--- src/rtl/core/hrck_pkg.sv ---
// hrck_pkg: shared types, constants and the divider step for the hue range color keep block
// no dependencies; imported by hue_range_color_keep
package hrck_pkg;

  localparam int CH_W       = 8;   // one color channel
  localparam int HUE_W      = 9;   // hue in degrees, 0..359
  localparam int NUM_W      = 14;  // 60 * diff plus rounding term
  localparam int Q_W        = 6;   // quotient never exceeds 60
  localparam int BAND_COUNT = 4;
  localparam int REG_COUNT  = 2 * BAND_COUNT;
  localparam int IDX_W      = 3;
  localparam int PIX_W      = 3 * CH_W;

  // which channel holds the maximum
  localparam logic [1:0] SEC_RED   = 2'd0;
  localparam logic [1:0] SEC_GREEN = 2'd1;
  localparam logic [1:0] SEC_BLUE  = 2'd2;

  localparam logic [HUE_W-1:0] BASE_GREEN = 9'd120;
  localparam logic [HUE_W-1:0] BASE_BLUE  = 9'd240;
  localparam logic [HUE_W-1:0] BASE_WRAP  = 9'd360;

  // band bounds after reset: low, high for each band
  localparam logic [HUE_W-1:0] BAND_RESET [REG_COUNT] = '{
    9'd320, 9'd359, 9'd170, 9'd175, 9'd200, 9'd220, 9'd45, 9'd60
  };

  // pixel context carried down the pipeline
  typedef struct packed {
    logic [CH_W-1:0]  r;
    logic [CH_W-1:0]  g;
    logic [CH_W-1:0]  b;
    logic [CH_W-1:0]  mx;
    logic             gray;
    logic [1:0]       sector;
    logic             neg;
    logic [CH_W-1:0]  diff;
    logic [CH_W-1:0]  d;
    logic [NUM_W-1:0] rem;
    logic [Q_W-1:0]   q;
    logic [HUE_W-1:0] hue;
  } stage_t;

  // one restoring division step: quotient bit on top, new remainder below
  function automatic logic [NUM_W:0] div_step(input logic [NUM_W-1:0] rem,
                                              input logic [CH_W-1:0]  d,
                                              input int unsigned      sh);
    logic [NUM_W-1:0] dd;
    logic             ge;
    dd = NUM_W'(d) << sh;
    ge = (rem >= dd);
    return {ge, (ge ? rem - dd : rem)};
  endfunction

endpackage

--- src/rtl/core/hue_range_color_keep.sv ---
// hue_range_color_keep: pipelined rgb-to-hue, four hue bands, keep or gray out each pixel
// depends on hrck_pkg (types, constants, divider step)
// path: each pixel passes through every stage register, then the output register
// throughput: one pixel per cycle when not stalled; 6-bit hue quotient split over three divider stages
// stalls: each stage holds only while its successor is full and blocked, so bubbles close up
// reset: rst_n low clears all valid bits and restores the band bounds to their defaults
module hue_range_color_keep
  import hrck_pkg::*;
(
  input  logic                   clk,
  input  logic                   rst_n,
  // input pixels
  input  logic                   in_tvalid,
  output logic                   in_tready,
  input  logic [PIX_W-1:0]       in_tdata,    // red_in, green_in, blue_in
  // result pixels
  output logic                   out_tvalid,
  input  logic                   out_tready,
  output logic [PIX_W-1:0]       out_tdata,   // red_out, green_out, blue_out
  output logic                   out_tuser,   // hue_matched
  // band register writes
  input  logic                   cfg_valid,
  output logic                   cfg_ready,
  input  logic [IDX_W-1:0]       cfg_index,
  input  logic [HUE_W-1:0]       cfg_data
);

  localparam int NSTG = 6;

  stage_t           s_r   [1:NSTG];
  stage_t           s_nxt [1:NSTG];
  logic [NSTG:1]    v_r;
  logic [NSTG+1:1]  en;
  logic [HUE_W-1:0] band_r [REG_COUNT];

  logic             out_valid_r;
  logic [PIX_W-1:0] out_data_r;
  logic             out_user_r;
  logic [PIX_W-1:0] out_data_nxt;
  logic             out_user_nxt;

  // stage advance: a stage loads when it is empty or its successor moves
  always_comb begin
    en[NSTG+1] = !out_valid_r || out_tready;
    for (int k = NSTG; k >= 1; k--) begin
      en[k] = !v_r[k] || en[k+1];
    end
  end

  assign in_tready = en[1];
  assign cfg_ready = 1'b1;

  // band registers
  always_ff @(posedge clk) begin
    if (!rst_n) begin
      for (int i = 0; i < REG_COUNT; i++) begin
        band_r[i] <= BAND_RESET[i];
      end
    end else if (cfg_valid) begin
      band_r[cfg_index] <= cfg_data;
    end
  end

  // next values of stages 1 to 6
  always_comb begin
    // stage 1: max, min, sector and channel difference
    begin : stg1
      logic [CH_W-1:0] r, g, b, mx, mn;
      r  = in_tdata[CH_W-1:0];
      g  = in_tdata[2*CH_W-1:CH_W];
      b  = in_tdata[3*CH_W-1:2*CH_W];
      mx = r;
      mn = r;
      if (g > mx) mx = g;
      if (b > mx) mx = b;
      if (g < mn) mn = g;
      if (b < mn) mn = b;
      s_nxt[1]      = '0;
      s_nxt[1].r    = r;
      s_nxt[1].g    = g;
      s_nxt[1].b    = b;
      s_nxt[1].mx   = mx;
      s_nxt[1].gray = (mx == mn);
      s_nxt[1].d    = mx - mn;
      if (mx == r) begin
        s_nxt[1].sector = SEC_RED;
        s_nxt[1].neg    = (g < b);
        s_nxt[1].diff   = (g >= b) ? g - b : b - g;
      end else if (mx == g) begin
        s_nxt[1].sector = SEC_GREEN;
        s_nxt[1].neg    = (b < r);
        s_nxt[1].diff   = (b >= r) ? b - r : r - b;
      end else begin
        s_nxt[1].sector = SEC_BLUE;
        s_nxt[1].neg    = (r < g);
        s_nxt[1].diff   = (r >= g) ? r - g : g - r;
      end
    end

    // stage 2: dividend 60 * diff, plus d - 1 when rounding up for negative offsets
    begin : stg2
      logic [NUM_W-1:0] dx, rnd;
      dx  = NUM_W'(s_r[1].diff);
      rnd = s_r[1].neg ? NUM_W'(s_r[1].d) - NUM_W'(1) : '0;
      s_nxt[2]     = s_r[1];
      s_nxt[2].rem = (dx << 6) - (dx << 2) + rnd;
      s_nxt[2].q   = '0;
    end

    // stages 3 to 5: two quotient bits each, msb first
    begin : stg345
      logic [NUM_W:0] t3a, t3b, t4a, t4b, t5a, t5b;
      t3a = div_step(s_r[2].rem, s_r[2].d, 5);
      t3b = div_step(t3a[NUM_W-1:0], s_r[2].d, 4);
      s_nxt[3]      = s_r[2];
      s_nxt[3].rem  = t3b[NUM_W-1:0];
      s_nxt[3].q    = {t3a[NUM_W], t3b[NUM_W], 4'b0};

      t4a = div_step(s_r[3].rem, s_r[3].d, 3);
      t4b = div_step(t4a[NUM_W-1:0], s_r[3].d, 2);
      s_nxt[4]      = s_r[3];
      s_nxt[4].rem  = t4b[NUM_W-1:0];
      s_nxt[4].q    = {s_r[3].q[5:4], t4a[NUM_W], t4b[NUM_W], 2'b0};

      t5a = div_step(s_r[4].rem, s_r[4].d, 1);
      t5b = div_step(t5a[NUM_W-1:0], s_r[4].d, 0);
      s_nxt[5]      = s_r[4];
      s_nxt[5].rem  = t5b[NUM_W-1:0];
      s_nxt[5].q    = {s_r[4].q[5:2], t5a[NUM_W], t5b[NUM_W]};
    end

    // stage 6: sector base plus or minus quotient
    begin : stg6
      logic [HUE_W-1:0] qx;
      qx       = HUE_W'(s_r[5].q);
      s_nxt[6] = s_r[5];
      case (s_r[5].sector)
        SEC_RED:   s_nxt[6].hue = s_r[5].neg ? BASE_WRAP - qx : qx;
        SEC_GREEN: s_nxt[6].hue = s_r[5].neg ? BASE_GREEN - qx : BASE_GREEN + qx;
        SEC_BLUE:  s_nxt[6].hue = s_r[5].neg ? BASE_BLUE - qx : BASE_BLUE + qx;
        default:   s_nxt[6].hue = '0;
      endcase
    end
  end

  // output stage: band compare and keep or gray select
  always_comb begin
    logic hit;
    hit = 1'b0;
    for (int k = 0; k < BAND_COUNT; k++) begin
      if (s_r[6].hue >= band_r[2*k] && s_r[6].hue <= band_r[2*k+1]) begin
        hit = 1'b1;
      end
    end
    hit          = hit && !s_r[6].gray;
    out_user_nxt = hit;
    out_data_nxt = hit ? {s_r[6].b, s_r[6].g, s_r[6].r}
                       : {s_r[6].mx, s_r[6].mx, s_r[6].mx};
  end

  // valid bits
  always_ff @(posedge clk) begin
    if (!rst_n) begin
      v_r         <= '0;
      out_valid_r <= 1'b0;
    end else begin
      if (en[1]) v_r[1] <= in_tvalid;
      for (int k = 2; k <= NSTG; k++) begin
        if (en[k]) v_r[k] <= v_r[k-1];
      end
      if (en[NSTG+1]) out_valid_r <= v_r[NSTG];
    end
  end

  // payload registers
  always_ff @(posedge clk) begin
    for (int k = 1; k <= NSTG; k++) begin
      if (en[k]) s_r[k] <= s_nxt[k];
    end
    if (en[NSTG+1]) begin
      out_data_r <= out_data_nxt;
      out_user_r <= out_user_nxt;
    end
  end

  assign out_tvalid = out_valid_r;
  assign out_tdata  = out_data_r;
  assign out_tuser  = out_user_r;

  // quotient of a real hue never exceeds 60
  a_quot_range: assert property (@(posedge clk) disable iff (!rst_n)
    v_r[5] && !s_r[5].gray |-> s_r[5].q <= Q_W'(60))
    else $error("hue quotient out of range");

  // hue of a colored pixel stays below 360
  a_hue_range: assert property (@(posedge clk) disable iff (!rst_n)
    v_r[6] && !s_r[6].gray |-> s_r[6].hue < BASE_WRAP)
    else $error("hue out of range");

  // a gray pixel never matches
  a_gray_nomatch: assert property (@(posedge clk) disable iff (!rst_n)
    v_r[6] && s_r[6].gray && en[NSTG+1] |=> !out_tuser)
    else $error("gray pixel flagged as matched");

  // an unmatched result is gray on all three channels
  a_unmatched_gray: assert property (@(posedge clk) disable iff (!rst_n)
    out_tvalid && !out_tuser |->
      out_tdata[CH_W-1:0] == out_tdata[2*CH_W-1:CH_W] &&
      out_tdata[CH_W-1:0] == out_tdata[3*CH_W-1:2*CH_W])
    else $error("unmatched result is not gray");

  // an empty output register never blocks the input
  a_drain_ready: assert property (@(posedge clk) disable iff (!rst_n)
    !out_tvalid |-> in_tready)
    else $error("input stalled with empty output");

endmodule
--- config.mk ---
export PLATFORM = sky130hd
export DESIGN_NAME = hue_range_color_keep
export DESIGN_NICKNAME = d
export VERILOG_FILES = /design/src/rtl/core/hrck_pkg.sv /design/src/rtl/core/hue_range_color_keep.sv
export SDC_FILE = /design/constraint.sdc
export NUM_CORES = 1
export LEC_CHECK = 0
export ABC_AREA = 1
export BUFFER_PORTS_ARGS = -buffer_cell sky130_fd_sc_hd__buf_4
export CAP_MARGIN = 20
export CORE_MARGIN = 4
export CORE_UTILIZATION = 35
export CTS_CLUSTER_DIAMETER = 30
export DETAILED_ROUTE_END_ITERATION = 10
export SLEW_MARGIN = 40
export SYNTH_ARGS = -nofsm -noshare
export SYNTH_HDL_FRONTEND = slang
export SYNTH_SLANG_ARGS = --single-unit
--- constraint.sdc ---
create_clock -name clk -period 12.2 [get_ports clk]
set_input_delay 1.83 -clock clk [delete_from_list [all_inputs] [get_ports clk]]
set_output_delay 1.83 -clock clk [all_outputs]
set_load 0.01 [all_outputs]
# Word level (Yosys, flattened, before mapping)
# Memory sizes are Yosys's and may differ from the RTL's.
# Index checks and enable logic that the tools add are counted.
[op_classes]
add_sub_neg = 21
n_lt_le_gt_ge = 24
eq_ne = 5
muxes = 44
n_reduce_logical = 22
[op_table]
columns = ["op", "count"]
rows = [
  ["14-bit two-way mux", 7],
  ["8-bit two-way mux", 7],
  ["8-bit subtractor", 7],
  ["8-bit less-than comparator", 5],
  ["9-bit >= comparator", 4],
  ["9-bit <= comparator", 4],
  ["9-bit two-way mux", 4],
  ["14-bit by 10-bit subtractor with 14-bit output", 2],
  ["9-bit case mux with 3 select lines", 1],
  ["8-bit == test", 3],
  ["8-bit >= comparator", 3],
  ["24-bit two-way mux", 1],
  ["11-bit two-way mux", 2],
  ["1-bit two-way mux", 21],
  ["8-bit > comparator", 2],
  ["14-bit adder", 1],
  ["14-bit by 10-bit >= comparator with 1-bit output", 1],
  ["14-bit by 11-bit >= comparator with 1-bit output", 1],
  ["14-bit by 12-bit >= comparator with 1-bit output", 1],
  ["14-bit by 13-bit >= comparator with 1-bit output", 1],
  ["14-bit by 8-bit >= comparator with 1-bit output", 1],
  ["14-bit by 9-bit >= comparator with 1-bit output", 1],
  ["14-bit by 11-bit subtractor with 14-bit output", 1],
  ["14-bit by 12-bit subtractor with 14-bit output", 1],
  ["17 further kinds", 34],
]
[word_totals]
register_bits = 32
ramBits = 558
inputBits = 41
output_inout_bits = 28
wordCells = 127
mem_count = 2
[memory_table]
columns = ["name", "words", "width", "rd", "rd_clocked_by_memory_dff", "write_ports", "line_no", "text"]
rows = [
  ["s_r", 6, 81, 6, 0, 6, "hue_range_color_keep.sv:30", "stage_t s_r [1:NSTG];"],
  ["band_r", 8, 9, 8, 0, 8, "hue_range_color_keep.sv:34", "logic [HUE_W-1:0] band_r [REG_COUNT];"],
]

# Depth between registers and ports, before layout
[depth]
depth_word = 10
mapped_depth = 33
ltp_nobuf = 32

# Worst setup path after synthesis
# OpenSTA, ideal clock, no wires.
[synth_path]
path_type = "input-to-output"
startpoint = "input out_tready"
endpoint = "output in_tready"
arrival_ps = 8478
required_ps = 10370
path_slack_ps = 1892
path_stages = 12
n_path_buf = 0
path_cell_list = "nor2_1 -> inv_1 -> nor2_1 -> inv_1 -> nor2_1 -> inv_1 -> nor2_1 -> inv_1 -> nor2_1 -> inv_1 -> nor2_1 -> nand2_1"
[synth_via]
elab_chain_len = 7
[synth_rtl]
columns = ["element", "line_no", "text"]
rows = [
  ["start, declared", "hue_range_color_keep.sv:18", "input logic out_tready,"],
  ["1-bit logical OR", "hue_range_color_keep.sv:44", "en[NSTG+1] = !out_valid_r || out_tready;"],
  ["net en, one bit", "hue_range_color_keep.sv:33", "logic [NSTG+1:1] en;"],
  ["1-bit logical OR", "hue_range_color_keep.sv:46", "en[k] = !v_r[k] || en[k+1];"],
  ["net en, one bit", "hue_range_color_keep.sv:33", ""],
  ["1-bit logical OR", "hue_range_color_keep.sv:46", ""],
  ["net en, one bit", "hue_range_color_keep.sv:33", ""],
  ["1-bit logical OR", "hue_range_color_keep.sv:46", ""],
  ["net en, one bit", "hue_range_color_keep.sv:33", ""],
  ["1-bit logical OR", "hue_range_color_keep.sv:46", ""],
  ["net en, one bit", "hue_range_color_keep.sv:33", ""],
  ["1-bit logical OR (2 in series)", "hue_range_color_keep.sv:46", ""],
  ["end, declared", "hue_range_color_keep.sv:14", "output logic in_tready,"],
]
# The timed path passes the listed nets, and every way through them passes these cells.

# Worst setup path in the final report
# Same ends and word-level chain as after synthesis.

==> impl_metrics.py <==
metrics = {
    "outcome": {
        "status": "finished, final reports clean",
    },
    "yosys": {
        "syn_inst": 2166,
        "post_synth_instance_area_um2": 22700,
        "yosys_warnings": 0,
        "syn_avg_cell_area_um2": 10.5,
        "synth.top_cells.by_area": "edfxtp_1, ha_1, nand2_1",
        "yosys.cell_types.count": 56,
        "syn_nets": 2439,
        "ys_ff_latch": 420,
        "synth_top_area_frac": 0.547,
        "yosysSeqAreaShare": 0.553,
        "synth_top_area_cell": "edfxtp_1",
    },
    "setup_path": {
        "cp-end-kind": "output port",
        "arrival_ns": 5.62,
        "start_kind": "input port",
        "setup.worst_path.class": "in2out",
        "cp_max_fo": 64,
        "critical_path_required_ns": 10.37,
    },
    "drt": {
        "wl_per_cell_um": 15.3,
        "num_vias": 15400,
        "drc": 0,
        "via_per_inst": 4.78,
        "drt_iter0_markers": 880,
        "detail_route.first_pass.iterations": 5,
        "drt-total-wl_mm": 49.4,
        "ant_nets": 0,
    },
    "clock_network": {
        "postCtsHoldBufs": 0,
        "clock_sinks": 420,
        "clk_pin_slew_ns": 0.05,
        "clk_latency_ns": 0.60,
        "clockBufferDepth": 3,
        "numCtsBuffers": 81,
        "root_buffer": "clkbuf_16",
        "cts_setup_buffers": 0,
        "cts_tree": "yes",
        "cts_max_level": 3,
        "postCtsResizedCells": 0,
    },
    "timing": {
        "final.setup.tns_ns": 0,
        "fin_worst_skew_ns": 0.0268,
        "post-route-period-util": 0.611,
        "setup_viol_count_final": 0,
        "setup_ws_ns": 4.75,
        "hold_slack_ns": 0.387,
        "fin_crit_ns": 7.45,
        "maxSlewViolCount": 0,
        "grt_setup_unrepaired": "false",
        "fmax_mhz": 134,
        "slew_headroom": 0.508,
        "tightest_slew_ns": 0.720,
        "hold_viol_final": 0,
    },
    "die": {
        "start_util": 0.352,
        "rows": 93,
        "die_y_um": 263,
        "coreArea_um2": 64300,
        "die_width_um": 263,
        "dieArea_um2": 68900,
        "io_pins": 69,
    },
    "power": {
        "vdd_ir_drop_max_v": 0.000127,
        "power_mw": 7.20,
        "powerDensity_nw_per_um2": 268,
        "leakagePower_nw": 12.0,
    },
    "hold_path": {
        "worstHoldPathType": "reg2reg",
    },
    "finish": {
        "layout-drive-gt1-share": 0.107,
        "area.growth.synth_to_final_pct": 18.4,
        "diodes": 0,
        "fin_nets": 2571,
        "final_cell_mix": "nand2_1, edfxtp_1, inv_1, ha_1, nor2_1",
        "fin_cells": 3218,
        "mostFrequentLayoutCell": "nand2_1",
    },
    "placement": {
        "dp_worst_setup_slack_ns": 4.66,
        "io_buffers": 67,
        "dp_cells": 3070,
        "hpwl_mm": 37.0,
        "finalWeightedCongestion": 0.923,
    },
    "global_route": {
        "grt_pass1_vias": 15700,
        "grt_max_degree": 65,
        "grt_remaining_overflow": 0,
        "track_usage": 0.143,
        "antenna_found_initial": 0,
        "grt_pass1_wl_mm": 80.5,
    },
    "flow_run": {
        "maxCapViolations": 0,
    },
}
-- synthesized netlist by cell type (all sizes together) --
cell,count
a2111oi,1
a211o,2
a211oi,10
a21boi,1
a21o,7
a21oi,131
a221oi,2
a22o,1
a22oi,1
a31o,1
buf,9
clkbuf,15
clkinv,1
conb,1
dfxtp,7
edfxtp,413
fa,15
ha,217
inv,321
mux2,3
mux2i,10
nand2,448
nand3,131
nand3b,6
nand4,10
nor2,160
nor3,16
nor4,3
o211ai,9
o21a,5
o21ai,113
o21bai,9
o221ai,4
o22ai,1
o311ai,4
o31ai,3
o32ai,3
o41ai,1
or2,6
xnor2,24
xor2,41
-- cell families after synthesis --
kind of cell,after synthesis,share of synthesized area
DFF,420,0.553
AOI/OAI and AO/OA,309,0.0765
xor gates and xnor gates,65,0.0251
adders and majority gates,232,0.133
and+or+nand+nor,780,0.147
muxes,13,0.00590
buffers and inverters,346,0.0593
other,1,0.000165
-- where the power goes --
| part | internal (mW) | total, mW | switching, mW |
|---|---|---|---|
| registers | 2.06 | 2.26 | 0.198 |
| logic | 1.13 | 2.81 | 1.68 |
| clock network | 1.41 | 2.12 | 0.718 |
| total | 4.60 | 7.20 | 2.60 |
-- registers in the layout, summed over array words and instances, names as in the netlist --
register / count
s_r: 316
band_r: 72
out_tdata: 24
v_r: 6
out_tuser: 1
out_tvalid: 1
-- area by class of cell --
type | instances | area, um^2
Multi-Input combinational cell | 1400 | 8800
Fill cell | 6032 | 37500
Clock buffer | 95 | 2130
Sequential cell | 420 | 12500
Tap cell | 855 | 1070
Clock inverter | 53 | 554
Timing Repair Buffer | 73 | 548
Inverter | 322 | 1210
-- path summary, 6_finish.rpt --
kind	from	to	slack, ns	cells past startpoint
worst min register to register	s_r[1][136]	s_r[2][55]	0.39	0
worst max register to register	s_r[1][112]	s_r[2][24]	7.09	24
worst max-delay path	out_tready	in_tready	4.75	19
worst min-delay path	s_r[1][136]	s_r[2][55]	0.39	0
-- routing by layer --
layer / vias up / wire (um) / global-route usage
li1: 7703 / - / -
met1: 7185 / 21600 / 0.180
met2: 385 / 23700 / 0.244
met3: 120 / 2360 / 0.0272
met4: 0 / 1730 / 0.0596
met5: - / 0 / 0
-- stage by stage --
| stage | util | instance area (um^2) |
|---|---|---|
| 6_report | 0.417 | 26900 |
| 5_1_grt | 0.417 | 26900 |
| 4_1_cts | 0.417 | 26900 |
| 3_5_place_dp | 0.376 | 24200 |
| 3_3_place_gp | 0.376 | 24200 |
| 2_1_floorplan | - | 22700 |
-- worst max-delay path, cell delays in order --
cell and delay [ns]:
buf_4 0.08, nor2_1 0.04, inv_1 0.05, buf_4 0.32, nor2_1 0.08, inv_1 0.08
nor2_1 0.04, inv_1 0.04, buf_4 0.42, nor2_1 0.10, inv_2 0.06, buf_4 0.57
nor2_1 0.11, inv_2 0.07, buf_4 0.57, nor2_1 0.23, nand2_2 0.10, buf_4 0.54
buf_4 0.24
Note: power is estimated with default switching activity, not from simulation.
